--- src/rtl/core/rvg_pkg.sv ---
package rvg_pkg;

    localparam int SAMPLE_W   = 16;
    localparam int LEVEL_W    = 16;
    localparam int MAG_W      = 17;
    localparam int SQ_W       = 31;
    localparam int MEAN_W     = 32;
    localparam int SQRT_STEPS = 16;
    localparam int SQ_REM_W   = 19;
    localparam int CFG_IDX_W  = 2;
    localparam int CFG_DATA_W = 16;

    localparam logic [CFG_DATA_W-1:0] THRESHOLD_RESET = 16'd5500;
    localparam logic [CFG_DATA_W-1:0] RELEASE_RESET   = 16'd250;
    localparam logic [LEVEL_W-1:0]    ELAPSED_MAX     = 16'hFFFF;
    localparam logic [LEVEL_W-1:0]    LEVEL_FULL      = 16'h8000;

    localparam logic [CFG_IDX_W-1:0] REG_THRESHOLD = 2'd0;
    localparam logic [CFG_IDX_W-1:0] REG_RELEASE   = 2'd1;

    typedef enum logic {
        CMD_SAMPLE = 1'b0,
        CMD_TICK   = 1'b1
    } cmd_t;

    typedef enum logic [2:0] {
        ST_IDLE,
        ST_SQUARE,
        ST_ACCUM,
        ST_DIV,
        ST_SQRT,
        ST_EMIT
    } state_t;

endpackage

--- src/rtl/core/rms_voice_gate_with_hold_top.sv ---
// A tick goes from idle straight to the emit state; a sample that does not close a
// block passes through the square and accumulate states; a closing sample then also runs
// the divide and the square root before emit. Emit holds while a result waits on m_tready;
// the divide and the square root share a single subtractor, one bit a cycle.
// Reset (aresetn low at a clock edge): sum, count and level clear, the hold counter
// saturates so the gate starts silent, and both registers return to their defaults.
module rms_voice_gate_with_hold_top #(
    parameter int MAX_BLOCK = 4096
) (
    input  logic                            aclk,
    input  logic                            aresetn,
    input  logic                            s_tvalid,
    output logic                            s_tready,
    input  logic [rvg_pkg::SAMPLE_W-1:0]    s_tdata,   // sample
    input  logic                            s_tuser,   // cmd
    input  logic                            s_tlast,   // last_in_block
    output logic                            m_tvalid,
    input  logic                            m_tready,
    output logic [rvg_pkg::LEVEL_W-1:0]     m_tdata,   // rms_level
    output logic                            m_tuser,   // talking
    input  logic                            cfg_valid,
    output logic                            cfg_ready,
    input  logic [rvg_pkg::CFG_IDX_W-1:0]   cfg_index,
    input  logic [rvg_pkg::CFG_DATA_W-1:0]  cfg_data
);
    import rvg_pkg::*;

    localparam int CNT_W  = $clog2(MAX_BLOCK + 1);
    localparam int SUM_W  = MEAN_W + $clog2(MAX_BLOCK);
    localparam int UNIT_W = (CNT_W + 1 > SQ_REM_W) ? CNT_W + 1 : SQ_REM_W;
    localparam int STEP_W = $clog2(SUM_W);

    state_t                  state_reg, state_next;
    logic [CFG_DATA_W-1:0]   threshold_reg, threshold_next;
    logic [CFG_DATA_W-1:0]   release_reg, release_next;
    logic [SUM_W-1:0]        sum_reg, sum_next;
    logic [CNT_W-1:0]        count_reg, count_next;
    logic [LEVEL_W-1:0]      level_reg, level_next;
    logic [LEVEL_W-1:0]      elapsed_reg, elapsed_next;
    logic [MAG_W-1:0]        mag_reg, mag_next;
    logic [SQ_W-1:0]         sq_reg, sq_next;
    logic                    last_reg, last_next;
    logic [UNIT_W-1:0]       rem_reg, rem_next;
    logic [LEVEL_W-1:0]      root_reg, root_next;
    logic [STEP_W-1:0]       step_reg, step_next;
    logic                    out_valid_reg, out_valid_next;
    logic [LEVEL_W-1:0]      out_level_reg, out_level_next;
    logic                    out_talk_reg, out_talk_next;

    logic [UNIT_W-1:0]       unit_a, unit_b;
    logic [UNIT_W:0]         unit_diff;
    logic                    unit_ok;
    logic [2*MAG_W-1:0]      product;
    logic [CNT_W-1:0]        count_inc;
    logic                    in_fire;

    assign in_fire   = s_tvalid && s_tready;
    assign s_tready  = (state_reg == ST_IDLE);
    assign cfg_ready = 1'b1;
    assign m_tvalid  = out_valid_reg;
    assign m_tdata   = out_level_reg;
    assign m_tuser   = out_talk_reg;

    assign product   = mag_reg * mag_reg;
    assign count_inc = count_reg + CNT_W'(1);

    // Shared subtractor for the divide and the square root.
    always_comb begin
        if (state_reg == ST_SQRT) begin
            unit_a = {rem_reg[UNIT_W-3:0], sum_reg[MEAN_W-1 -: 2]};
            unit_b = UNIT_W'({root_reg, 2'b01});
        end else begin
            unit_a = {rem_reg[UNIT_W-2:0], sum_reg[SUM_W-1]};
            unit_b = UNIT_W'(count_reg);
        end
        unit_diff = {1'b0, unit_a} - {1'b0, unit_b};
        unit_ok   = !unit_diff[UNIT_W];
    end

    always_comb begin
        state_next     = state_reg;
        threshold_next = threshold_reg;
        release_next   = release_reg;
        sum_next       = sum_reg;
        count_next     = count_reg;
        level_next     = level_reg;
        elapsed_next   = elapsed_reg;
        mag_next       = mag_reg;
        sq_next        = sq_reg;
        last_next      = last_reg;
        rem_next       = rem_reg;
        root_next      = root_reg;
        step_next      = step_reg;
        out_valid_next = out_valid_reg;
        out_level_next = out_level_reg;
        out_talk_next  = out_talk_reg;

        if (out_valid_reg && m_tready) begin
            out_valid_next = 1'b0;
        end

        if (cfg_valid && cfg_ready) begin
            unique case (cfg_index)
                REG_THRESHOLD: threshold_next = cfg_data;
                REG_RELEASE:   release_next   = cfg_data;
                default: ;
            endcase
        end

        unique case (state_reg)
            ST_IDLE: begin
                if (in_fire) begin
                    last_next = s_tlast;
                    mag_next  = s_tdata[SAMPLE_W-1] ? ({1'b0, ~s_tdata} + MAG_W'(1))
                                                    : {1'b0, s_tdata};
                    if (cmd_t'(s_tuser) == CMD_TICK) begin
                        if (level_reg > threshold_reg) begin
                            elapsed_next = '0;
                        end else if (elapsed_reg != ELAPSED_MAX) begin
                            elapsed_next = elapsed_reg + LEVEL_W'(1);
                        end
                        state_next = ST_EMIT;
                    end else begin
                        state_next = ST_SQUARE;
                    end
                end
            end
            ST_SQUARE: begin
                sq_next    = product[SQ_W-1:0];
                state_next = ST_ACCUM;
            end
            ST_ACCUM: begin
                sum_next   = sum_reg + SUM_W'(sq_reg);
                count_next = count_inc;
                if (last_reg || count_inc == CNT_W'(MAX_BLOCK)) begin
                    rem_next   = '0;
                    step_next  = STEP_W'(SUM_W - 1);
                    state_next = ST_DIV;
                end else begin
                    state_next = ST_EMIT;
                end
            end
            ST_DIV: begin
                rem_next  = unit_ok ? unit_diff[UNIT_W-1:0] : unit_a;
                sum_next  = {sum_reg[SUM_W-2:0], unit_ok};
                step_next = step_reg - STEP_W'(1);
                if (step_reg == '0) begin
                    rem_next   = '0;
                    root_next  = '0;
                    step_next  = STEP_W'(SQRT_STEPS - 1);
                    state_next = ST_SQRT;
                end
            end
            ST_SQRT: begin
                rem_next  = unit_ok ? unit_diff[UNIT_W-1:0] : unit_a;
                root_next = {root_reg[LEVEL_W-2:0], unit_ok};
                sum_next  = {sum_reg[SUM_W-3:0], 2'b00};
                step_next = step_reg - STEP_W'(1);
                if (step_reg == '0) begin
                    level_next = {root_reg[LEVEL_W-2:0], unit_ok};
                    sum_next   = '0;
                    count_next = '0;
                    state_next = ST_EMIT;
                end
            end
            ST_EMIT: begin
                if (!out_valid_reg || m_tready) begin
                    out_valid_next = 1'b1;
                    out_level_next = level_reg;
                    out_talk_next  = (elapsed_reg < release_reg);
                    state_next     = ST_IDLE;
                end
            end
            default: state_next = ST_IDLE;
        endcase
    end

    always_ff @(posedge aclk) begin
        if (!aresetn) begin
            state_reg     <= ST_IDLE;
            threshold_reg <= THRESHOLD_RESET;
            release_reg   <= RELEASE_RESET;
            sum_reg       <= '0;
            count_reg     <= '0;
            level_reg     <= '0;
            elapsed_reg   <= ELAPSED_MAX;
            out_valid_reg <= 1'b0;
        end else begin
            state_reg     <= state_next;
            threshold_reg <= threshold_next;
            release_reg   <= release_next;
            sum_reg       <= sum_next;
            count_reg     <= count_next;
            level_reg     <= level_next;
            elapsed_reg   <= elapsed_next;
            out_valid_reg <= out_valid_next;
        end
    end

    always_ff @(posedge aclk) begin
        mag_reg       <= mag_next;
        sq_reg        <= sq_next;
        last_reg      <= last_next;
        rem_reg       <= rem_next;
        root_reg      <= root_next;
        step_reg      <= step_next;
        out_level_reg <= out_level_next;
        out_talk_reg  <= out_talk_next;
    end

`ifndef SYNTHESIS
    // The divisor is never zero while the quotient is being formed.
    a_div_nonzero: assert property (@(posedge aclk) disable iff (!aresetn)
        (state_reg == ST_DIV) |-> (count_reg != '0))
        else $error("divide started with a zero sample count");

    // The sample count never passes the block limit.
    a_count_bound: assert property (@(posedge aclk) disable iff (!aresetn)
        (count_reg <= CNT_W'(MAX_BLOCK)))
        else $error("sample count exceeded the block limit");

    // The level cannot exceed full scale.
    a_level_bound: assert property (@(posedge aclk) disable iff (!aresetn)
        (level_reg <= LEVEL_FULL))
        else $error("level above full scale");

    // Leaving the emit state loads the result and returns to idle, the only state that takes a new transaction.
    a_emit_then_idle: assert property (@(posedge aclk) disable iff (!aresetn)
        (state_reg == ST_EMIT && (!out_valid_reg || m_tready))
            |=> (state_reg == ST_IDLE && out_valid_reg))
        else $error("result not loaded when leaving the emit state");
`endif

endmodule
--- config.mk ---
export PLATFORM = sky130hd
export DESIGN_NAME = rms_voice_gate_with_hold_top
export DESIGN_NICKNAME = d
export VERILOG_FILES = /design/src/rtl/core/rvg_pkg.sv /design/src/rtl/core/rms_voice_gate_with_hold_top.sv
export SDC_FILE = /design/constraint.sdc
export NUM_CORES = 1
export LEC_CHECK = 0
export BUFFER_PORTS_ARGS = -buffer_cell sky130_fd_sc_hd__buf_2
export CAP_MARGIN = 40
export CORE_ASPECT_RATIO = 1.5
export CORE_UTILIZATION = 58
export DETAILED_ROUTE_END_ITERATION = 10
export GPL_ROUTABILITY_DRIVEN = 0
export PLACE_DENSITY = 0.77
export SETUP_SLACK_MARGIN = 0.15
export SKIP_CTS_REPAIR_TIMING = 1
export SLEW_MARGIN = 20
export SYNTH_ARGS = -nofsm -noshare
export SYNTH_HDL_FRONTEND = slang
export SYNTH_SLANG_ARGS = --single-unit
--- constraint.sdc ---
create_clock -name aclk -period 10.3 [get_ports aclk]
set_input_delay 0 -clock aclk [delete_from_list [all_inputs] [get_ports aclk]]
set_output_delay 0 -clock aclk [all_outputs]
set_load 0.005 [all_outputs]
# After elaboration in Yosys (flattened, before gate mapping)
# Index checks and enable logic that the tools add are counted.
op_classes:
  n_addsub: 6
  multipliers: 1
  n_lt_le_gt_ge: 2
  n_eq_ne: 13
  muxes: 28
  bitwise_logic: 1
  n_reduce_logical: 23
op_table:
  columns: ["cell", "count"]
  rows:
  - ["44-bit case mux with 3 select lines", 1]
  - ["18-bit two-way mux", 4]
  - ["18-bit case mux with 3 select lines", 1]
  - ["16-bit two-way mux", 3]
  - ["44-bit by 31-bit adder with 44-bit output", 1]
  - ["44-bit two-way mux", 1]
  - ["16-bit case mux with 2 select lines", 1]
  - ["17-bit by 17-bit multiplier with 31-bit output", 1]
  - ["13-bit case mux with 2 select lines", 1]
  - ["19-bit by 18-bit subtractor with 20-bit output", 1]
  - ["19-bit two-way mux", 1]
  - ["3-bit two-way mux", 6]
  - ["3-bit case mux with 6 select lines", 1]
  - ["6-bit case mux with 3 select lines", 1]
  - ["16-bit by 1-bit adder with 17-bit output (second input constant)", 1]
  - ["16-bit by 1-bit adder with 16-bit output (second input constant)", 1]
  - ["16-bit greater-than comparator", 1]
  - ["16-bit less-than comparator", 1]
  - ["16-bit != test (second input constant)", 1]
  - ["16-bit NOT", 1]
  - ["2-bit AND reduction", 8]
  - ["15-bit two-way mux", 1]
  - ["13-bit by 1-bit adder with 13-bit output (second input constant)", 1]
  - ["13-bit equality test (second input constant)", 1]
  - ["19 further kinds", 33]
totals:
  reg_bits: 231
  output_inout_bits: 20
  wordCells: 91

# Depth between registers and ports, before layout
depth:
  word_depth: 6
  ltp_mapped: 23
  ltp_nobuf: 23

# Worst setup path after synthesis
# No wires, ideal clock.
synth_timing:
  path_kind: "reg-to-reg"
  start: "register mag_reg[5]"
  end: "register sq_reg[30] (data pin)"
  setup_time_ns: 0.260
  arrival_time_ns: 5.978
  required_time_ns: 10.040
  slack_ns: 4.062
  path_stages_with_launch: 23
  n_path_buf: 1
  synth_period_minus_slack_ns: 6.238
  cell_sequence: "edfxtp_1 > clkbuf_1 > nand2_1 > fa_1 > inv_1 > fa_1 > inv_1 > fa_1 > inv_1 > fa_1 > fa_1 > inv_1 > fa_1 > inv_1 > ha_1 > inv_1 > or3_1 > a211o_1 > a21oi_1 > a2111oi_1 > o41ai_1 > a21oi_1 > xnor2_1"
synth_between:
  elab_chain_cells: 1
synth_lines:
  columns: ["element", "line_no", "text"]
  rows:
  - ["start: declaration", "rms_voice_gate_with_hold_top.sv:40", "logic [MAG_W-1:0] mag_reg, mag_next;"]
  - ["start signal: assignment", "rms_voice_gate_with_hold_top.sv:201", "mag_reg <= mag_next;"]
  - ["17-bit by 17-bit multiplier with 31-bit output", "rms_voice_gate_with_hold_top.sv:64", "assign product = mag_reg * mag_reg;"]
  - ["net product[30]", "rms_voice_gate_with_hold_top.sv:53", "logic [2*MAG_W-1:0] product;"]
  - ["end signal: assignment", "rms_voice_gate_with_hold_top.sv:202", "sq_reg <= sq_next;"]
  - ["end: declaration", "rms_voice_gate_with_hold_top.sv:41", "logic [SQ_W-1:0] sq_reg, sq_next;"]
# The timed path passes the listed nets, and every way through them passes these cells.
# A chain may end at the register's enable or synchronous reset.

# Final worst setup path
layout_timing:
  start: "register mag_reg[7]"
  end: "register sq_reg[30] (data pin)"
# The elaborated chain is that of the path after synthesis.

==> results.yml <==
sta:
  slew_violations: 0
  setup_viol: 0
  slew_headroom: 0.4156
  fmax_mhz: 148.4
  worst_clock_skew_ps: 23.39
  hold_ws_ps: 28.61
  hold_viol: 0
  rsz0062_at_grt: "false"
  period_minus_slack_ps: 6738
  finalCritPeriodShare: 0.6541
  tightestPinTransition_ps: 876.6
  final.setup.tns_ps: 0
clock_network:
  insertion_delay_ps: 550
  htree_levels: 1
  cts_buffers: 25
  clock_tree.buffer_depth: 3
  numClockSinks: 230
  cts_root_buf: "clkbuf_16"
  cts_tree: "yes"
  cts.clk_slew.worst_paths_ps: 60
synthesis:
  ys_seq_area_frac: 0.2662
  ys_seq_elements: 230
  syn-cell-area_um2: 21250
  postSynthCellCount: 2355
  synth_edf_count: 105
  synth_cell_types: 85
  syn_nets: 2771
  postSynthAreaPerCell_um2: 9.021
  async_flop_share: 0
  ys_warn_count: 0
  synthFlopType: "dfxtp_1"
finish:
  final_common_cell: "inv_1"
  stdcell_area_um2: 23140
  nFillCells: 2934
  layout.nets: 2820
  drive_gt1_frac: 0.06397
  antenna_cells: 0
  layout.cells.most_common_list: "336 x inv_1, 292 x nand2_1, 193 x fa_1, 182 x ha_1, 128 x a21oi_1"
  largest_reg_flops: 44
  final_core_util: 0.6438
  area_growth_pct: 8.934
drt:
  wl_per_cell_um: 17.37
  topRoutingLayerUsed: "met4"
  drc: 0
  route.met3.wl_um: 2068
  antenna_left: 0
  wl_met1_um: 18190
  avgViaCountPerCell: 5.877
  drt_iter0_markers: 1024
  met2WireLength_um: 27410
  wirelength_um: 50380
  vias: 17050
  first_pass_iters: 6
place:
  numPortBuffers: 59
  dpl-instance-area_um2: 21910
  hpwl_um: 37650
worst_setup_path:
  path_delay_family: "adder cells"
  path_buf_inv: 6
  critPathSlowestCell: "edfxtp_1"
  cp-start-kind: "register"
  worstPathRequired_ps: 10580
  crit_chain: "and2_1 -> inv_1 -> fa_1 -> inv_1 -> fa_1 -> inv_1 -> fa_1 -> fa_1 -> inv_1 -> fa_1 -> inv_1 -> fa_1 -> inv_1 -> ha_1 -> a21oi_1 -> nor3b_1 -> a211o_1 -> a21oi_1 -> a2111oi_1 -> o41ai_1 -> a21oi_1 -> xnor2_1"
  cp-end-kind: "register"
  worstPathMaxFanout: 17
  crit_type: "reg -> reg"
  critPathMaxStageDelay_ps: 780
  critPathArrivalTime_ps: 7020
floorplanning:
  core_um2: 35950
  start_util: 0.5910
  die_w_um: 158.3
  dieHeight_um: 236.4
  row_count: 85
  die_area_um2: 37420
  io_pins: 61
outcome:
  status: "completed"
worst_hold_path:
  hp-class: "in -> reg"
run:
  cap_viol_max_count: 0
global_route:
  grt_usage: 0.2694
  grt_first_pass_wirelength_um: 81060
  grt_pass1_vias: 17620
  grt_overflow_total: 0
  grt_max_degree: 67
  antenna_found_initial: 0
## worst min-delay path, cell delays in order
cell and delay, ps:
buf_2 120, nor3b_2 50, buf_4 210, nand2_1 80, a21boi_0 60
## per-layer routing
metal / vias up / track usage
met5: - / 0
met4: 0 / 0.1521
met1: 8278 / 0.2780
met2: 550 / 0.5161
met3: 195 / 0.02590
li1: 8027 / -
## cells in the mapped netlist (5+ instances only)
| master | instances | area share |
|---|---|---|
| o21bai_1 | 10 | 0.0035 |
| o211ai_1 | 23 | 0.0081 |
| a211oi_1 | 6 | 0.0021 |
| nand4_1 | 19 | 0.0056 |
| buf_2 | 8 | 0.0019 |
| edfxtp_1 | 105 | 0.15 |
| nand3b_1 | 5 | 0.0018 |
| mux2i_1 | 19 | 0.0090 |
| o31ai_1 | 13 | 0.0046 |
| a21boi_0 | 42 | 0.015 |
| and2_1 | 80 | 0.024 |
| a22oi_1 | 6 | 0.0021 |
| o21a_1 | 15 | 0.0053 |
| clkbuf_1 | 86 | 0.015 |
| a21o_1 | 33 | 0.012 |
| nand3_1 | 45 | 0.011 |
| nor2b_1 | 21 | 0.0062 |
| xor2_1 | 29 | 0.012 |
| a31oi_1 | 12 | 0.0035 |
| nor4_1 | 5 | 0.0015 |
| o21ai_0 | 118 | 0.028 |
| nand2b_1 | 12 | 0.0035 |
| nor3b_1 | 7 | 0.0025 |
| or3_1 | 9 | 0.0026 |
| and3_1 | 24 | 0.0071 |
| inv_1 | 336 | 0.059 |
| xnor2_1 | 80 | 0.033 |
| o41ai_1 | 9 | 0.0037 |
| nand2_1 | 292 | 0.052 |
| and4_1 | 6 | 0.0025 |
| nor2_1 | 107 | 0.019 |
| fa_1 | 193 | 0.18 |
| a21oi_1 | 129 | 0.030 |
| a221oi_1 | 35 | 0.014 |
| ha_1 | 182 | 0.11 |
| nor3_1 | 22 | 0.0052 |
| dfxtp_1 | 125 | 0.12 |
| o211a_1 | 5 | 0.0024 |
## kinds of logic (layout without fill, tap and decap cells)
| logic type | Yosys count | count (layout) | share of synthesized area |
|---|---|---|---|
| and+or+nand+nor | 673 | 673 | 0.1504 |
| AOI/OAI and AO/OA | 511 | 511 | 0.1607 |
| buffers and inverters | 434 | 502 | 0.07821 |
| adders and majority gates | 375 | 375 | 0.2890 |
| DFF | 230 | 230 | 0.2662 |
| xor gates and xnor gates | 109 | 109 | 0.04493 |
| muxes | 21 | 21 | 0.01019 |
| other | 2 | 2 | 0.0003535 |
## stage by stage
| stage | std cells | setup slack (ps) |
|---|---|---|
| finish | 2901 | 3562 |
| global route | 2901 | 3225 |
| CTS | 2858 | 3593 |
| detailed placement | 2812 | 3586 |
| global placement | 2811 | 3725 |
| floorplan | 2355 | 4062 |
## area by class of cell
cell class	instances	area, um^2	share of cell area
repair buffers	120	860.8	0.03720
clock buffers	37	723.2	0.03125
clock inverters	9	78.83	0.003406
well taps	478	598.1	0.02584
flip-flops and latches	230	5655	0.2444
multi-input cells	1691	13970	0.6035
inverters	336	1261	0.05450
## final timing paths
check               startpoint          endpoint  slack (ps)  cells past startpoint
setup / recovery    mag_reg[7]        sq_reg[30]        3560                     22
hold / removal    cfg_index[1]  threshold_reg[1]          30                      5
setup reg to reg    mag_reg[7]        sq_reg[30]        3560                     22
hold reg to reg   level_reg[1]        m_tdata[1]         470                      0
Power is left out: the tool's default activity adds up to more than one toggle a clock period on the data nets, which glitch-free logic cannot reach.
